## src/rtl/assert_macros.svh

```systemverilog
// Assertion macros shared by the text cell buffer RTL.
// Each macro expects signals named clk and rst in the including module.
`ifndef ASSERT_MACROS_SVH
`define ASSERT_MACROS_SVH

// Property that must hold at every clock edge outside reset.
`define TCB_ASSERT(label, prop, msg) \
  label: assert property (@(posedge clk) disable iff (rst) prop) \
    else $error(msg);

// Condition that must never be true outside reset.
`define TCB_ASSERT_NEVER(label, expr, msg) \
  label: assert property (@(posedge clk) disable iff (rst) !(expr)) \
    else $error(msg);

`endif

```

## src/rtl/tcb_pkg.sv

```systemverilog
// Package for the text cell buffer: command codes, characters, mode limits,
// controller states and the command/status structs. No dependencies.
package tcb_pkg;

  localparam logic [1:0] CMD_PUT   = 2'd0;
  localparam logic [1:0] CMD_READ  = 2'd1;
  localparam logic [1:0] CMD_CLEAR = 2'd2;

  localparam logic [7:0] CH_NEWLINE   = 8'd10;
  localparam logic [7:0] CH_BACKSPACE = 8'd8;

  // Screen size in the small mode, before capping at the store size.
  localparam int SMALL_COLS = 45;
  localparam int SMALL_ROWS = 25;

  typedef enum logic [1:0] {
    S_CLEAR,
    S_RUN,
    S_READ
  } tcb_state_t;

  // Commands from the controller to the datapath.
  typedef struct packed {
    logic accept;   // execute the item on the input ports now
    logic clr_en;   // zero one cell of the clearing pass and step on
    logic rd_load;  // capture the read data into the result register
  } tcb_ctl_t;

  // Status from the datapath to the controller.
  typedef struct packed {
    logic out_valid;  // result register holds an untaken result
    logic is_read;    // the offered item is a read
    logic clears;     // the offered item clears the whole store
    logic clr_last;   // the clearing pass is at its final cell
  } tcb_stat_t;

endpackage

```

## src/rtl/tcb_ctrl.sv

```systemverilog
// Controller state machine of the text cell buffer.
// Depends on tcb_pkg for the state type and the command/status structs.
module tcb_ctrl (
  input  logic              clk,
  input  logic              rst,
  input  logic              in_valid,
  input  logic              out_ready,
  input  tcb_pkg::tcb_stat_t stat,
  output logic              in_ready,
  output tcb_pkg::tcb_ctl_t  ctl
);

  tcb_pkg::tcb_state_t state, state_next;

  always_ff @(posedge clk) begin
    if (rst) begin
      state <= tcb_pkg::S_CLEAR;
    end else begin
      state <= state_next;
    end
  end

  always_comb begin
    state_next  = state;
    in_ready    = 1'b0;
    ctl.accept  = 1'b0;
    ctl.clr_en  = 1'b0;
    ctl.rd_load = 1'b0;
    case (state)
      tcb_pkg::S_CLEAR: begin
        ctl.clr_en = 1'b1;
        if (stat.clr_last) begin
          state_next = tcb_pkg::S_RUN;
        end
      end
      tcb_pkg::S_RUN: begin
        // A new item may enter as the waiting result leaves.
        in_ready = !stat.out_valid || out_ready;
        if (in_valid && in_ready) begin
          ctl.accept = 1'b1;
          if (stat.is_read) begin
            state_next = tcb_pkg::S_READ;
          end else if (stat.clears) begin
            state_next = tcb_pkg::S_CLEAR;
          end
        end
      end
      tcb_pkg::S_READ: begin
        ctl.rd_load = 1'b1;
        state_next  = tcb_pkg::S_RUN;
      end
      default: begin
        state_next = tcb_pkg::S_CLEAR;
      end
    endcase
  end

endmodule

```

## config.mk

```make
export PLATFORM = sky130hd
export DESIGN_NAME = tcb_ctrl
export DESIGN_NICKNAME = d
export VERILOG_FILES = /design/src/rtl/assert_macros.svh /design/src/rtl/tcb_pkg.sv /design/src/rtl/tcb_ctrl.sv
export SDC_FILE = /design/constraint.sdc
export NUM_CORES = 1
export LEC_CHECK = 0
export BUFFER_PORTS_ARGS = -buffer_cell sky130_fd_sc_hd__buf_2
export CORE_AREA = 2 2 39 41
export CTS_BUF_LIST = sky130_fd_sc_hd__clkbuf_2 sky130_fd_sc_hd__clkbuf_4 sky130_fd_sc_hd__clkbuf_8
export CTS_CLUSTER_DIAMETER = 120
export DETAILED_ROUTE_END_ITERATION = 7
export DIE_AREA = 0 0 41 43
export GPL_TIMING_DRIVEN = 0
export PLACE_DENSITY_LB_ADDON = 0.1
export RECOVER_POWER = 25
export SLEW_MARGIN = 5
export SYNTH_ARGS = -nofsm -noshare
export SYNTH_HDL_FRONTEND = slang
export SYNTH_SLANG_ARGS = --single-unit
export TNS_END_PERCENT = 20
```

## constraint.sdc

```tcl
create_clock -name clk -period 2.2 [get_ports clk]
set_clock_uncertainty 0.15 [all_clocks]
set_input_delay 0.11 -clock clk [delete_from_list [all_inputs] [get_ports clk]]
set_output_delay 0.11 -clock clk [all_outputs]
set_load 0.03 [all_outputs]
```

==> results.json <==
{
  "synth_warnings": 0,
  "initial_core_util_pct": 8.41,
  "synth.most_common_cell": "dfxtp_1",
  "post_dp_cell_area_sq_um": 191,
  "pin_count": 12,
  "cts_resized": 0,
  "routed_wl_um": 346,
  "cts.sinks": 2,
  "final_cell_area_sq_um": 223,
  "arrival_ns": 1.27,
  "yosysSeqAreaShare_pct": 34.4,
  "fin_tns_setup_ns": 0,
  "synth-edff-count": 0,
  "drt_iter0_markers": 0,
  "ant_nets": 0,
  "fp-row-count": 14,
  "slew_headroom_pct": 78.2,
  "top_register": "state",
  "drc": 0,
  "reg_top3": "state: 2 flops",
  "powerDensity_nw_per_um2": 686,
  "grt_overflow": 0,
  "n_fill_cell": 159,
  "cts_root_buffer": "clkbuf_4",
  "slowest_stage": "dfxtp_1",
  "status": "complete, no violations",
  "syn-cell-area_sq_um": 116,
  "port-buffer-count": 11,
  "max_freq_ghz": 0.654,
  "slowest_delay_ns": 0.38,
  "area_growth_syn_to_layout_pct": 91.4,
  "total_power_uw": 153,
  "gp_congestion": 0.613,
  "start_kind": "flop",
  "post-route-period-util_pct": 69.5,
  "grt_pass1_vias": 127,
  "viasPerCell": 3.39,
  "async_reset_ff_share_pct": 0,
  "largest_register_ffs": 2,
  "die_h_um": 43,
  "critPathKind": "flop to output port",
  "synth-seq-cells": 2,
  "synth_nets": 21,
  "end_kind": "output port",
  "grt_max_degree": 6,
  "place_ws_ns": 0.909,
  "cp_cell_sequence": "inv_2, a211oi_2, and2_2, buf_2",
  "chipWidth_um": 41,
  "cts_tree": "done",
  "track_usage_pct": 5.71,
  "min_path_type": "primary input to flop",
  "synth_cell_type_count": 12,
  "first_pass_iters": 1,
  "synth_top_cell_area_share_pct": 34.4,
  "wl_per_cell_um": 7.86,
  "clkTransAtPathRegs_ns": 0.03,
  "grt_pass1_wl_um": 572,
  "power_leakage_nw": 0.109,
  "diodes": 0,
  "synth_top_cell_by_area": "dfxtp_1",
  "ys.flop_type": "dfxtp_1",
  "slew_viol_final": 0,
  "clk-insertion-delay-late_ns": 0.22,
  "cp_max_fo": 5,
  "ir_drop_mv": 0.138,
  "cts_buffers": 3,
  "hold_viol_final": 0,
  "finalWorstSetupSlack_ns": 0.671,
  "netlist_instances": 13,
  "antenna_found_initial": 0,
  "num_vias": 149,
  "htree_levels": 1,
  "nets": 38,
  "fin_crit_ns": 1.53,
  "rsz0062_at_grt": "no",
  "cts_buffer_depth": 2,
  "syn_area_per_cell_sq_um": 8.95,
  "crit_required_ns": 1.94,
  "worst_pin_slew_ns": 0.318,
  "ctsHoldBuffers": 1,
  "dieArea_sq_um": 1760,
  "yosys-top-cells-area": "dfxtp_1, a211oi_2, and4b_1",
  "final_layout_size_suffix_gt1_share_pct": 60.7,
  "drv_cap": 0,
  "post-route-util_pct": 16.1,
  "finalSetupViolCount": 0,
  "core_sq_um": 1380,
  "post_cts_buffers": 0
}
per-layer routing:
| layer | vias to the layer above | track usage (%) | wire (um) |
|---|---|---|---|
| li1 | 78 | - | - |
| met1 | 60 | 7.03 | 158 |
| met4 | 0 | 4.00 | 0 |
| met3 | 0 | 7.85 | 63 |
| met5 | - | 0 | 0 |
| met2 | 11 | 4.38 | 125 |
placed cells by master (no fill, tap or decap):
cell and n:
a2111oi_0 1, a211oi_1 1, a211oi_2 1, and2_2 1, and2b_2 1, and4b_1 1, buf_2 10, clkbuf_1 1
clkbuf_4 3, dfxtp_1 2, dlygate4sd3_1 1, inv_1 1, inv_2 1, nor2_1 1, nor3_1 1, o21ai_0 1
report_power, final:
group	switching [mW]	leakage [nW]	internal, mW
logic	0.0179	0.0792	0.0133
registers	0.00251	0.0165	0.0386
clock network	0.0204	0.0138	0.0601
critical path, delay by kind of cell (launching register included):
| kind | cells | cell delay [ns] |
|---|---|---|
| flops | 1 | 0.38 |
| compound gates | 1 | 0.25 |
| buf+inv | 2 | 0.24 |
| simple gates | 1 | 0.17 |
cells by family after synthesis:
kind of cell	after synthesis	synth area share (%)
AND/OR/NAND/NOR	5	30.1
buffers and inverters	2	6.45
flip-flops	2	34.4
AO/OA/AOI/OAI	4	29.0
final timing paths:
kind / start / to / slack (ns) / cells past startpoint
worst max register to register: state[0]$_SDFFE_PP0P_ / state[1]$_SDFFE_PP0P_ / 1.09 / 3
worst min register to register: state[0]$_SDFFE_PP0P_ / state[0]$_SDFFE_PP0P_ / 0.41 / 1
worst max-delay path: state[0]$_SDFFE_PP0P_ / ctl[2] / 0.67 / 4
worst min-delay path: stat[2] / state[1]$_SDFFE_PP0P_ / 0.03 / 2
cell type report:
cell class	count	area [sq um]	share of cell area [%]
flip-flops and latches	2	40.0	18.0
multi-input cells	9	68.8	30.9
inverters	2	7.51	3.37
repair buffers	12	63.8	28.7
clock buffers	3	22.5	10.1
well taps	16	20.0	8.99
through the flow:
step | hold slack [ns] | cells
floorplan | 0.0515 | 13
detailed placement | 0.164 | 40
global placement | 0.170 | 40
global route | 0.0252 | 44
CTS | 0.0179 | 44
finish | 0.0274 | 44
Power figures use the tool's default switching activity.
